**config.mk**
```make
export PLATFORM = sky130hd
export DESIGN_NAME = sorted_linked_list_store_core
export DESIGN_NICKNAME = d
export VERILOG_FILES = /design/src/rtl/slls_pkg.sv /design/src/rtl/sorted_linked_list_store_core.sv /design/src/rtl/slls_ram.sv
export SDC_FILE = /design/constraint.sdc
export NUM_CORES = 1
export LEC_CHECK = 0
export BUFFER_PORTS_ARGS = -buffer_cell sky130_fd_sc_hd__buf_2
export CAP_MARGIN = 15
export CORE_MARGIN = 1
export CORE_UTILIZATION = 45
export DETAILED_ROUTE_END_ITERATION = 8
export PLACE_DENSITY_LB_ADDON = 0.2
export SYNTH_ARGS = -nofsm -noshare
export SYNTH_HDL_FRONTEND = slang
export SYNTH_SLANG_ARGS = --single-unit
```
**constraint.sdc**
```tcl
create_clock -name clk -period 10.7 [get_ports clk]
set_input_delay 2.14 -clock clk [delete_from_list [all_inputs] [get_ports clk]]
set_output_delay 2.14 -clock clk [all_outputs]
set_load 0.1 [all_outputs]
```
**src/rtl/slls_pkg.sv**
```systemverilog
`timescale 1ns / 1ps

package slls_pkg;

    // Pool size default and dump bound
    localparam int SLOTS_DEFAULT = 16;
    localparam int DUMP_LIMIT    = 16;

    // Field widths
    localparam int VALUE_W  = 32;
    localparam int OP_W     = 2;
    localparam int STATUS_W = 2;

    // Opcodes
    localparam logic [OP_W-1:0] OP_INSERT = 2'd0;
    localparam logic [OP_W-1:0] OP_DUMP   = 2'd1;
    localparam logic [OP_W-1:0] OP_CLEAR  = 2'd2;

    // Result status codes
    localparam logic [STATUS_W-1:0] ST_OK      = 2'd0;
    localparam logic [STATUS_W-1:0] ST_FULL    = 2'd1;
    localparam logic [STATUS_W-1:0] ST_EMPTY   = 2'd2;
    localparam logic [STATUS_W-1:0] ST_CLEARED = 2'd3;

    // Sequencer states
    typedef enum logic [2:0] {
        S_IDLE,
        S_INS_FREE,
        S_INS_WALK,
        S_INS_FIX,
        S_DUMP,
        S_RESP
    } state_t;

endpackage

```
**src/rtl/sorted_linked_list_store_core.sv**
```systemverilog
`timescale 1ns / 1ps

// Sorted linked list store.
// Item channel (item_valid / item_stall, opcode, item_value) takes one
// transaction at a time: insert a signed value, dump the list, or clear it.
// Result channel (result_valid / result_stall, out_value, status, last_flag)
// returns one result for insert and clear, and for a dump one result per list
// entry (at most 16) or a single empty result, the final one marked by last_flag.
// Values and links live in two single-port-read RAMs with a registered read
// port; every list step is one RAM read.
// A full insert, an empty dump or a clear goes straight to the response
// state; an insert pops a free slot and, unless the list is empty, walks it
// reading one entry per step, then fixes the predecessor's link in a further
// state when linked behind an existing entry; a dump gives one value per
// cycle while the result is not stalled.
// A new transaction is taken only when the sequencer is idle, even while the
// previous result still waits in the output register.
// A stalled result holds in the output register and the sequencer waits for
// it; a dump resumes where it stopped.
// Reset (and the clear opcode) empties the list and rechains every slot onto
// the free list at once through per-slot link valid bits; no sweep is needed.
module sorted_linked_list_store_core
    import slls_pkg::*;
#(
    parameter int SLOTS = SLOTS_DEFAULT
) (
    input  logic                       clk,
    input  logic                       rst_n,
    input  logic                       item_valid,
    output logic                       item_stall,
    input  logic [OP_W-1:0]            opcode,
    input  logic signed [VALUE_W-1:0]  item_value,
    output logic                       result_valid,
    input  logic                       result_stall,
    output logic signed [VALUE_W-1:0]  out_value,
    output logic [STATUS_W-1:0]        status,
    output logic                       last_flag
);

    localparam int AW       = $clog2(SLOTS);
    localparam int LW       = $clog2(SLOTS + 1);
    localparam int DUMP_MAX = (DUMP_LIMIT < SLOTS) ? DUMP_LIMIT : SLOTS;
    localparam logic [LW-1:0] NULL_LINK = LW'(SLOTS);
    localparam logic [LW-1:0] LAST_STEP = LW'(SLOTS - 1);
    localparam logic [LW-1:0] DUMP_LAST = LW'(DUMP_MAX - 1);

    // Sequencer and list registers
    state_t                     state_reg, state_next;
    logic [LW-1:0]              head_reg, head_next;
    logic [LW-1:0]              free_reg, free_next;
    logic [LW-1:0]              fresh_reg, fresh_next;
    logic [LW-1:0]              cur_reg, cur_next;
    logic [LW-1:0]              prev_reg, prev_next;
    logic [LW-1:0]              cnt_reg, cnt_next;
    logic [VALUE_W-1:0]         key_reg, key_next;
    logic [STATUS_W-1:0]        pend_reg, pend_next;
    logic [SLOTS-1:0]           lvalid_reg, lvalid_next;
    logic [AW-1:0]              raddr_reg;

    // Output register
    logic                       result_valid_reg, result_valid_next;
    logic [VALUE_W-1:0]         out_value_reg, out_value_next;
    logic [STATUS_W-1:0]        status_reg, status_next;
    logic                       last_reg, last_next;

    // RAM ports
    logic                       val_we;
    logic [AW-1:0]              val_waddr;
    logic [VALUE_W-1:0]         val_rdata;
    logic                       link_we;
    logic [AW-1:0]              link_waddr;
    logic [LW-1:0]              link_wdata;
    logic [LW-1:0]              link_rdata;
    logic                       ram_re;
    logic [AW-1:0]              ram_raddr;

    logic [LW-1:0]              rd_link;
    logic                       rd_link_null;
    logic                       head_null;
    logic                       free_null;
    logic                       item_accept;
    logic                       out_free;
    logic                       result_load;
    logic                       advance;
    logic                       ins_done;
    logic [LW-1:0]              cur_final;
    logic [LW-1:0]              prev_final;

    slls_ram #(
        .WIDTH (VALUE_W),
        .DEPTH (SLOTS)
    ) u_value_ram (
        .clk   (clk),
        .we    (val_we),
        .waddr (val_waddr),
        .wdata (key_next),
        .re    (ram_re),
        .raddr (ram_raddr),
        .rdata (val_rdata)
    );

    slls_ram #(
        .WIDTH (LW),
        .DEPTH (SLOTS)
    ) u_link_ram (
        .clk   (clk),
        .we    (link_we),
        .waddr (link_waddr),
        .wdata (link_wdata),
        .re    (ram_re),
        .raddr (ram_raddr),
        .rdata (link_rdata)
    );

    // Unwritten link reads as its reset chain value i+1
    assign rd_link      = lvalid_reg[raddr_reg] ? link_rdata : (LW'(raddr_reg) + LW'(1));
    assign rd_link_null = (rd_link >= NULL_LINK);
    assign head_null    = (head_reg >= NULL_LINK);
    assign free_null    = (free_reg >= NULL_LINK);

    assign item_stall   = (state_reg != S_IDLE);
    assign item_accept  = item_valid && !item_stall;
    assign out_free     = !result_valid_reg || !result_stall;

    // Walk step: move on while the stored value is smaller than the key
    assign advance    = ($signed(val_rdata) < $signed(key_reg));
    assign cur_final  = advance ? rd_link : cur_reg;
    assign prev_final = advance ? cur_reg : prev_reg;

    // Sequencer next state and datapath control
    always_comb
    begin
        state_next   = state_reg;
        head_next    = head_reg;
        free_next    = free_reg;
        fresh_next   = fresh_reg;
        cur_next     = cur_reg;
        prev_next    = prev_reg;
        cnt_next     = cnt_reg;
        key_next     = key_reg;
        pend_next    = pend_reg;
        lvalid_next  = lvalid_reg;
        val_we       = 1'b0;
        val_waddr    = free_reg[AW-1:0];
        link_we      = 1'b0;
        link_waddr   = fresh_reg[AW-1:0];
        link_wdata   = NULL_LINK;
        ram_re       = 1'b0;
        ram_raddr    = head_reg[AW-1:0];
        result_load  = 1'b0;
        out_value_next = '0;
        status_next  = pend_reg;
        last_next    = 1'b1;
        ins_done     = 1'b0;

        case (state_reg)
            S_IDLE:
            begin
                if (item_accept)
                begin
                    key_next = item_value;
                    case (opcode)
                        OP_INSERT:
                        begin
                            if (free_null)
                            begin
                                pend_next  = ST_FULL;
                                state_next = S_RESP;
                            end
                            else
                            begin
                                // Pop the free slot and store the value there
                                fresh_next = free_reg;
                                val_we     = 1'b1;
                                val_waddr  = free_reg[AW-1:0];
                                ram_re     = 1'b1;
                                ram_raddr  = free_reg[AW-1:0];
                                state_next = S_INS_FREE;
                            end
                        end
                        OP_DUMP:
                        begin
                            if (head_null)
                            begin
                                pend_next  = ST_EMPTY;
                                state_next = S_RESP;
                            end
                            else
                            begin
                                ram_re     = 1'b1;
                                ram_raddr  = head_reg[AW-1:0];
                                cnt_next   = '0;
                                state_next = S_DUMP;
                            end
                        end
                        OP_CLEAR:
                        begin
                            head_next   = NULL_LINK;
                            free_next   = '0;
                            lvalid_next = '0;
                            pend_next   = ST_CLEARED;
                            state_next  = S_RESP;
                        end
                        default:
                        begin
                            state_next = S_IDLE;
                        end
                    endcase
                end
            end

            S_INS_FREE:
            begin
                // Advance the free list, then start the walk at the head
                free_next = rd_link;
                prev_next = NULL_LINK;
                cnt_next  = '0;
                if (head_null)
                begin
                    link_we    = 1'b1;
                    link_waddr = fresh_reg[AW-1:0];
                    link_wdata = NULL_LINK;
                    head_next  = fresh_reg;
                    pend_next  = ST_OK;
                    state_next = S_RESP;
                end
                else
                begin
                    cur_next   = head_reg;
                    ram_re     = 1'b1;
                    ram_raddr  = head_reg[AW-1:0];
                    state_next = S_INS_WALK;
                end
            end

            S_INS_WALK:
            begin
                if (advance && !rd_link_null && (cnt_reg != LAST_STEP))
                begin
                    prev_next = cur_reg;
                    cur_next  = rd_link;
                    cnt_next  = cnt_reg + LW'(1);
                    ram_re    = 1'b1;
                    ram_raddr = rd_link[AW-1:0];
                end
                else
                begin
                    ins_done   = 1'b1;
                    prev_next  = prev_final;
                    cur_next   = cur_final;
                    link_we    = 1'b1;
                    link_waddr = fresh_reg[AW-1:0];
                    link_wdata = (cur_final >= NULL_LINK) ? NULL_LINK : cur_final;
                    pend_next  = ST_OK;
                    if (prev_final >= NULL_LINK)
                    begin
                        head_next  = fresh_reg;
                        state_next = S_RESP;
                    end
                    else
                    begin
                        state_next = S_INS_FIX;
                    end
                end
            end

            S_INS_FIX:
            begin
                // Link the predecessor to the new entry
                link_we    = 1'b1;
                link_waddr = prev_reg[AW-1:0];
                link_wdata = fresh_reg;
                state_next = S_RESP;
            end

            S_DUMP:
            begin
                if (out_free)
                begin
                    result_load    = 1'b1;
                    out_value_next = val_rdata;
                    status_next    = ST_OK;
                    last_next      = rd_link_null || (cnt_reg == DUMP_LAST);
                    if (last_next)
                    begin
                        state_next = S_IDLE;
                    end
                    else
                    begin
                        cnt_next  = cnt_reg + LW'(1);
                        ram_re    = 1'b1;
                        ram_raddr = rd_link[AW-1:0];
                    end
                end
            end

            S_RESP:
            begin
                if (out_free)
                begin
                    result_load = 1'b1;
                    status_next = pend_reg;
                    state_next  = S_IDLE;
                end
            end

            default:
            begin
                state_next = S_IDLE;
            end
        endcase

        // Mark a link entry as written
        if (link_we)
        begin
            lvalid_next[link_waddr] = 1'b1;
        end
    end

    // Output register: load, or drop once taken
    always_comb
    begin
        if (result_load)
        begin
            result_valid_next = 1'b1;
        end
        else if (result_stall)
        begin
            result_valid_next = result_valid_reg;
        end
        else
        begin
            result_valid_next = 1'b0;
        end
    end

    // Control state
    always_ff @(posedge clk or negedge rst_n)
    begin
        if (!rst_n)
        begin
            state_reg        <= S_IDLE;
            head_reg         <= NULL_LINK;
            free_reg         <= '0;
            lvalid_reg       <= '0;
            result_valid_reg <= 1'b0;
        end
        else
        begin
            state_reg        <= state_next;
            head_reg         <= head_next;
            free_reg         <= free_next;
            lvalid_reg       <= lvalid_next;
            result_valid_reg <= result_valid_next;
        end
    end

    // Payload and walk registers
    always_ff @(posedge clk)
    begin
        fresh_reg <= fresh_next;
        cur_reg   <= cur_next;
        prev_reg  <= prev_next;
        cnt_reg   <= cnt_next;
        key_reg   <= key_next;
        pend_reg  <= pend_next;
        if (ram_re)
        begin
            raddr_reg <= ram_raddr;
        end
        if (result_load)
        begin
            out_value_reg <= out_value_next;
            status_reg    <= status_next;
            last_reg      <= last_next;
        end
    end

    assign result_valid = result_valid_reg;
    assign out_value    = out_value_reg;
    assign status       = status_reg;
    assign last_flag    = last_reg;

    // The list and the free chain never share their first slot
    a_head_free_disjoint: assert property (@(posedge clk) disable iff (!rst_n)
        !(!head_null && (head_reg == free_reg)))
        else $error("head and free list point at the same slot");

    // Clear empties the list and restores the reset chain
    a_clear_restores: assert property (@(posedge clk) disable iff (!rst_n)
        (item_accept && (opcode == OP_CLEAR)) |=>
        (head_null && (free_reg == '0) && (lvalid_reg == '0)))
        else $error("clear did not restore the reset chain");

    // A full result is issued only with an empty free list
    a_full_needs_empty_pool: assert property (@(posedge clk) disable iff (!rst_n)
        (result_load && (status_next == ST_FULL)) |-> free_null)
        else $error("full reported with a free slot left");

    // A completed insert links a freshly popped, non-null slot
    a_insert_slot_valid: assert property (@(posedge clk) disable iff (!rst_n)
        ins_done |-> ((fresh_reg < NULL_LINK) && (cnt_reg < NULL_LINK)))
        else $error("insert completed on a null slot or past the walk bound");

endmodule

```
**src/rtl/slls_ram.sv**
```systemverilog
`timescale 1ns / 1ps

module slls_ram #(
    parameter int WIDTH = 32,
    parameter int DEPTH = 16
) (
    input  logic                     clk,
    input  logic                     we,
    input  logic [$clog2(DEPTH)-1:0] waddr,
    input  logic [WIDTH-1:0]         wdata,
    input  logic                     re,
    input  logic [$clog2(DEPTH)-1:0] raddr,
    output logic [WIDTH-1:0]         rdata
);

    logic [WIDTH-1:0] mem [DEPTH];
    logic [WIDTH-1:0] rdata_reg;

    // Write port
    always_ff @(posedge clk)
    begin
        if (we)
        begin
            mem[waddr] <= wdata;
        end
    end

    // Registered read, held while re is low
    always_ff @(posedge clk)
    begin
        if (re)
        begin
            rdata_reg <= mem[raddr];
        end
    end

    assign rdata = rdata_reg;

endmodule
```
# Word level (Yosys, flattened, before mapping)
# Memories as Yosys holds them, arrays and structs flattened. A register that Yosys moved wholly into a read port is not among the register bits.
# Cells that the tools add are included.
[totals]
register_bits = 123
ramBits = 592
inputBits = 38
output_inout_bits = 37
n_memories = 2
[classes]
n_addsub = 2
magnitude_cmp = 9
eq_ne = 26
mux = 87
bitwise = 2
reduce_logical = 26
[mem_list]
columns = ["memory", "words", "word_bits", "rd", "rd_clocked_by_memory_dff", "wr", "line", "rtl"]
rows = [
  ["u_value_ram.mem", 16, 32, 1, 1, 1, "slls_ram.sv:16", "logic [WIDTH-1:0] mem [DEPTH];"],
  ["u_link_ram.mem", 16, 5, 1, 1, 1, "slls_ram.sv:16", ""],
]
[ops]
columns = ["operator", "count"]
rows = [
  ["$mux 5", 21],
  ["$mux 16", 4],
  ["$mux 32", 2],
  ["$pmux 5 s2", 4],
  ["$lt 32x32->1", 1],
  ["$mux 4", 7],
  ["$ge 5x5->1 const B", 5],
  ["$mux 3", 8],
  ["$mux 1", 22],
  ["$ne 2x2->1 const B", 11],
  ["$pmux 5 s4", 1],
  ["$pmux 3 s6", 1],
  ["$or 16x16->16", 1],
  ["$pmux 5 s3", 1],
  ["$mux 2", 7],
  ["$reduce_and 7->1", 2],
  ["$pmux 2 s3", 2],
  ["$pmux 4 s3", 1],
  ["$lt 4x5->1 const B", 2],
  ["$pmux 3 s3", 1],
  ["$eq 3x2->1 const B", 2],
  ["$eq 3x3->1 const B", 2],
  ["$ne 2x1->1 const B", 3],
  ["$ne 3x3->1 const B", 2],
  ["29 further kinds", 39],
]

# Longest topological paths before layout
# Gate-level depths: netlist (run 1).
[logic_depth]
word_depth = 11
depth_mapped = 18
mapped_depth_nobuf = 14

# By module
# A second synthesis (run 1) with hierarchy kept.
[unflattened]
cells_unflattened = 1573
hier_area_um2 = 29619.7
[modules_own_cells]
columns = ["mod", "instances", "cells_each", "area_each_um2", "seq_area_each_um2"]
rows = [
  ["slls_ram at u_value_ram", 1, 838, 20155.6, 16335.7],
  ["sorted_linked_list_store_core", 1, 580, 6200.9, 3224.3],
  ["slls_ram at u_link_ram", 1, 155, 3263.1, 2552.4],
]

# Worst setup path before layout (run 1)
# No wires, ideal clock.
[synth_timing]
path_type = "input to register"
from = "in item_valid"
to = "mem u_value_ram.mem[0][0], enable pin"
setup_time_ps = 461
t_arrival_ps = 5357
required_time_ps = 10239
slack_ps = 4882
path_stages = 4
n_path_buf = 0
path_cell_list = "nor4b_1 -> nand2_1 -> or3_1 -> nor3_1"
[synth_between]
elab_chain_cells = 5
[synth_rtl]
columns = ["element", "line", "rtl"]
rows = [
  ["start: declaration", "sorted_linked_list_store_core.sv:29", "input logic item_valid,"],
  ["$logic_and 1x1->1", "sorted_linked_list_store_core.sv:122", "assign item_accept = item_valid && !item_stall;"],
  ["$mux 1", "sorted_linked_list_store_core.sv:159", "if (item_accept)"],
  ["$mux 1", "sorted_linked_list_store_core.sv:156", "case (state_reg)"],
  ["$mux 1", "slls_ram.sv:22", "if (we)"],
  ["$mux 1 (not written as such)", "slls_ram.sv:24", "mem[waddr] <= wdata;"],
  ["end: declaration", "slls_ram.sv:16", ""],
]
# No other way between the ends.

# Worst setup path in the final report (run 1)
[layout_timing]
from = "in opcode[1]"
to = "reg u_value_ram.rdata_reg[30] (netlist: u_value_ram.rdata[30]), read port of u_value_ram.mem (data pin)"
[layout_between]
elab_chain_cells = 4
elab_cells_between_ends = 8
[layout_rtl]
columns = ["element", "line", "rtl"]
rows = [
  ["start: declaration", "sorted_linked_list_store_core.sv:31", "input logic [OP_W-1:0] opcode,"],
  ["$eq 2x1->1 or $logic_not 2->1 (tied branches)", "sorted_linked_list_store_core.sv:162", "case (opcode)"],
  ["$pmux 1 s2 or $mux 4 (tied branches)", "--", ""],
  ["$mux 1 or $mux 4 (tied branches)", "sorted_linked_list_store_core.sv:159", ""],
  ["$pmux 1 s4 or $pmux 4 s3 (tied branches)", "sorted_linked_list_store_core.sv:156", ""],
  ["end: declaration", "slls_ram.sv:17", "logic [WIDTH-1:0] rdata_reg;"],
]
# Parallel ways exist; a longest one is shown, timed or not.
# A chain may end at the register's enable or synchronous reset.

==> results of run 1 <==
==> worst max-delay path, cell delays in order <==
cell      delay, ns
buf_2          0.12
inv_1          0.09
ha_1           0.23
nor2b_1        0.20
nand2_1        0.18
a21oi_1        0.27
nand3b_1       0.11
o31ai_1        0.38
nand3_1        0.19
o21ai_4        0.17
and2_4         0.73
inv_2          0.53
buf_4          0.47
a21oi_1        0.22
a221oi_1       0.09
or4_1          0.57
==> where the power goes <==
part | leakage, nW | internal, mW | total, mW | switching (mW)
Clock | 1.31 | 1.71 | 2.85 | 1.14
Sequential | 7.05 | 4.12 | 4.34 | 0.215
Combinational | 3.74 | 1.47 | 5.28 | 3.81
Total | 12.1 | 7.30 | 12.5 | 5.16
==> routing by layer <==
metal | track usage [%] | vias to the layer above
met5 | 0 | -
met4 | 8.20 | 0
met3 | 3.40 | 145
met2 | 37.6 | 796
met1 | 32.7 | 10400
li1 | - | 9003
==> layout make-up <==
class,instances,area (um2)
Clock inverter,55,613
Timing Repair Buffer,151,948
Tap cell,873,1090
Fill cell,5587,32600
Inverter,43,164
Sequential cell,752,22100
Clock buffer,89,2080
Multi-Input combinational cell,1302,8190
==> kinds of logic (layout without fill, tap and decap cells) <==
kind of cell | after synthesis | count (layout)
DFF | 752 | 752
AOI/OAI and AO/OA | 704 | 704
and+or+nand+nor | 534 | 534
buffers and inverters | 218 | 338
adders and majority gates | 39 | 39
muxes | 22 | 22
xor gates and xnor gates | 3 | 3
==> synthesized netlist by cell type, drive strengths merged, types with 3 or more instances <==
cell type / count / share of area (%)
nand2: 242 / 2.9
a211oi: 4 / 0.097
nor3: 12 / 0.19
nand4: 4 / 0.081
mux2i: 16 / 0.52
a221oi: 4 / 0.13
a22o: 3 / 0.085
and3: 6 / 0.14
o21a: 6 / 0.15
a32oi: 144 / 4.1
buf: 69 / 1.1
inv: 42 / 0.52
dfxtp: 32 / 2.1
or3: 4 / 0.081
a21boi: 5 / 0.12
nor4: 4 / 0.081
and2: 52 / 1.0
a21oi: 179 / 2.9
clkbuf: 106 / 1.3
a221o: 72 / 2.3
mux4: 4 / 0.29
nand2b: 10 / 0.20
o21ai: 208 / 3.4
edfxtp: 690 / 67
ha: 39 / 1.6
o31ai: 9 / 0.22
nand3b: 9 / 0.22
nor2b: 8 / 0.16
dfrtp: 29 / 2.3
nor2: 50 / 0.67
a22oi: 36 / 0.87
a21o: 20 / 0.48
nand3: 123 / 2.0
==> final timing paths <==
| kind | start | endpoint | slack (ns) | depth (start not counted) |
|---|---|---|---|---|
| setup / recovery | opcode[1] | u_value_ram.rdata[30] | 4.29 | 16 |
| hold / removal | lvalid_reg[8] | lvalid_reg[8] | 0.48 | 1 |
| setup reg to reg | u_value_ram.rdata[31] | u_value_ram.rdata[30] | 4.78 | 14 |
| hold reg to reg | lvalid_reg[8] | lvalid_reg[8] | 0.48 | 1 |
| max in group asynchronous | rst_n | free_reg[2] | 8.61 | 1 |
| min in group asynchronous | rst_n | lvalid_reg[4] | 1.59 | 1 |
==> run metrics, run 1 <==
status complete, no violations; commonest cells after routing, fill and taps aside edfxtp_1, nand2_1, o21ai_0; Tot Pwr 12.5 mW; DRC viols 0; Max Used Layer met4; initial core utilization 45.8%; final hold violations 0; Worst setup SP type primary input; largest net degree at the start of global routing 96; CTS tree done; Pre-antenna DRT Iters 5; power per cell area 354 mW/mm2; Synth Register Bits 752; Worst-Margin Slew 1.20 ns; final period utilization 59.9%; commonest register cell after synthesis edfxtp_1; slew margin rel. 19.7%; most common cell after layout, fill and taps aside edfxtp_1; fin crit period 6.41 ns; max reg flops 512; Worst setup EP type register; Mapped Area 0.0310 mm2; CTS hold repair buffers 0; all-layer global routing usage 23.4%; main combinational cell family by area after synthesis compound AO/OA/AOI/OAI gates; area delta synth->final 13.4%; Post-synth EDFFs 690; complex-gate fraction of the synthesized area 15.2%; PnR worst setup slack 4.29 ns; gr ovfl total 0; mux contribution to synthesized area 0.891%; die area 0.0700 mm2; share of layout cells above drive strength 1 13.3%; vias 20300; initial antenna violation count 2; Hold Crit Class reg -> reg; syn_nets 2349; asr flop ratio synth 3.99%; met2 wire length 38700 um; Yosys Warn Count 0; WL final 82400 um; Clock Sinks 752; Largest Register u_value_ram.mem; Critical Path RT 11.05 ns; post-CTS setup buffers 0; Die Ht 265 um; iteration-0 DRC count of the detailed router 2294; clk slew on worst S/H paths 0.06 ns; arrival time of the worst setup path 6.76 ns; WS Path Type in -> reg; Post-Synth Simple-Gate Area 8.05%; top flop regs u_value_ram.mem (512), u_link_ram.mem (80); Max Slew Vio Count 0; Met1 Wirelength 35800 um; Fmax 156 MHz; Static Leak 12.1 nW; design area 0.0352 mm2; Core Footprint 0.0678 mm2; fin util 51.9%; H-tree depth 3; hpwl dp 43800 um; RD Place Congestion 0.871; max-cap viol count 0; non-filler cells, final 3265; Clock Skew 0.0171 ns; Fin Hold WS 0.480 ns; syn_area_per_cell 13.7 um2; fin nets 2405; final setup TNS 0 ns; Die Wd 265 um; setup repair after global routing missed its margin no; Core Rows 95; placed cell count 3121; CTS Root Cell clkbuf_16; final setup violating endpoints 0; Port Buffers 74; post-synthesis adder-cell area fraction 1.57%; # diodes 0; Syn Inst Count 2272; clock buffer count from CTS 78; post-CTS sizing 0; worst-path fanout max 63; DR WL/cell 25.2 um; Top Ports 75; Distinct cells, synth 70; Final ANT Viol Nets 0; register area share after synthesis 71.3%; Peak VDD IR 0.000378 V; routed wl met3 5630 um; clk_lat worst skew 0.62 ns; Max Buffers Root-to-Sink 3; Via density 6.22; Area after DPL 0.0325 mm2; first-pass GRT wire length 123000 um; worst slack, placed 3.70 ns; vias in the first global route 19600; fraction of synthesized cell area in xor and xnor cells 0.0847%
Power figures use the tool's default switching activity.
==> run 2: changes to the inputs <==
- clock period: 10.7 -> 5.9 ns (I/O delays scaled with it)
==> run 2 against run 1 <==
Net effect:
- cell count is 0.31% higher
- clock skew increased by 0.0023 ns
- die area unchanged
- highest routed layer unchanged
- critical endpoint is now u_value_ram.rdata[6]
- worst hold slack improved by 0.00084 ns
==> run metrics, run 2 (synthesis gave the netlist of run 1 again) <==
r2r endpoint u_value_ram.rdata[6]; final setup TNS 0 ns; setup repair after global routing missed its margin no; Fin Hold WS 0.481 ns; Die Ht 265 um; Critical Path RT 6.37 ns; placed cell count 3133; Via density 6.26; cells on worst reg2reg path 13; Port Buffers 74; Fmax 191 MHz; final period utilization 88.8%; final hold violations 0; Clock Sinks 752; Die Wd 265 um; logic gate share of total power 43.5%; die area 0.0700 mm2; Core Rows 95; Worst-Margin Slew 1.12 ns; all-layer global routing usage 24.1%; setup slack, reg-to-reg 0.66 ns; reg2reg start u_value_ram.rdata[2]; clk slew on worst S/H paths 0.06 ns; Worst setup SP type register; net switching component of the power 9.41 mW; final setup violating endpoints 0; Largest Register u_value_ram.mem; initial antenna violation count 0; Flop pwr share 34.9%; crit path max-delay cell type a21boi_4; max reg flops 512; fin nets 2417; Core Footprint 0.0678 mm2; power per cell area 640 mW/mm2; H-tree depth 3; Pre-antenna DRT Iters 5; Filler Cells Inserted 5675; Max Buffers Root-to-Sink 3; vias 20500; Max Slew Vio Count 0; max-cap viol count 0; arrival time of the worst setup path 5.71 ns; multi-input logic area 0.00819 mm2; Min-Delay Endpoint lvalid_reg[8]; status complete, no violations; crit path launch u_value_ram.rdata[2]; Top Ports 75; RD Place Congestion 0.878; post-CTS sizing 0; Register Area 0.0221 mm2; first-pass GRT wire length 127000 um; hpwl dp 46700 um; WL final 84300 um; Worst setup EP type register; clock power share 21.6%; CTS Root Cell clkbuf_16; commonest cells after routing, fill and taps aside edfxtp_1, nand2_1, o21ai_0; Clock Skew 0.0194 ns; non-filler cells, final 3275; iteration-0 DRC count of the detailed router 2315; clock buffer count from CTS 78; hold path startpoint lvalid_reg[8]; Peak VDD IR 0.000566 V; initial core utilization 45.8%; CTS tree done; hold path depth 1; share of layout cells above drive strength 1 13.3%; slew margin rel. 25.5%; clk_lat worst skew 0.63 ns; vias in the first global route 20100; most common cell after layout, fill and taps aside edfxtp_1; switching share of total power 41.7%; largest net degree at the start of global routing 145; most frequent CP cell o21a_1; Hold Crit Class reg -> reg; post-CTS setup buffers 0; DR WL/cell 25.7 um; DRC viols 0; fin util 52.0%; Largest stage delay, worst path 0.75 ns; # diodes 0; top flop regs u_value_ram.mem (512), u_link_ram.mem (80); area delta synth->final 13.6%; worst-path fanout max 21; CTS hold repair buffers 0; Static Leak 12.1 nW; Internal Power 13.2 mW; WS Path Type reg -> reg; fin crit period 5.24 ns; gr ovfl total 0; Final ANT Viol Nets 0; crit-path cells ha_1 > o21a_1 > o21ai_0 > nor4_1 > or4_1 > and2_1 > o21a_1 > o311a_1 > o211ai_2 > a21boi_4 > buf_4 > a22oi_1 > nand3_1
[run 2: worst max-delay path, delay by kind of cell, from the launching register on]
family,cells,cell delay [ns]
compound gates,7,2.72
fa+ha+maj,1,0.29
buf+inv,1,0.51
flops,1,0.41
simple gates,4,1.13
[run 2: cell type report]
type,instances,share of cell area [%]
Multi-Input combinational cell,1302,23.2
Sequential cell,752,62.7
Inverter,43,0.465
Clock inverter,41,1.03
Timing Repair Buffer,163,3.26
Tap cell,873,3.10
Clock buffer,101,6.16
[run 2: worst max path at each step]
stage / end
floorplan: u_value_ram.mem[0][0]
global placement: u_value_ram.rdata[14]
CTS: u_value_ram.rdata[6]
finish: u_value_ram.rdata[6]
detailed placement: u_value_ram.rdata[8]
global route: u_link_ram.rdata[3]
[run 2: power groups by stage]
stage | Sequential (mW) | Clock, mW | Combinational [mW]
CTS | 7.87 | 4.96 | 9.80
global route | 7.94 | 5.17 | 10.6
finish | 7.87 | 4.88 | 9.81
floorplan | 8.57 | 0 | 5.84
global placement | 7.97 | 0 | 9.52
detailed placement | 7.97 | 0 | 9.77
[run 2: routing by layer]
metal / routed length (um) / part of all wire, % / vias up / GRT usage (%)
met1: 36700 / 44 / 10400 / 34.3
met4: 2250 / 2.7 / 0 / 7.37
met5: 0 / 0 / - / 0
met3: 6170 / 7.3 / 143 / 3.92
met2: 39200 / 46 / 920 / 37.9
li1: - / - / 9010 / -
[run 2: metrics by stage]
| step | power (mW) | area (um2) | worst slack [ns] |
|---|---|---|---|
| finish | 22.6 | 35200 | 0.661 |
| global route | 23.7 | 35200 | 0.466 |
| CTS | 22.6 | 35200 | 0.651 |
| detailed placement | 17.7 | 32700 | 0.713 |
| global placement | 17.5 | 32700 | -0.120 |
| floorplan | 14.4 | 31000 | 1.04 |
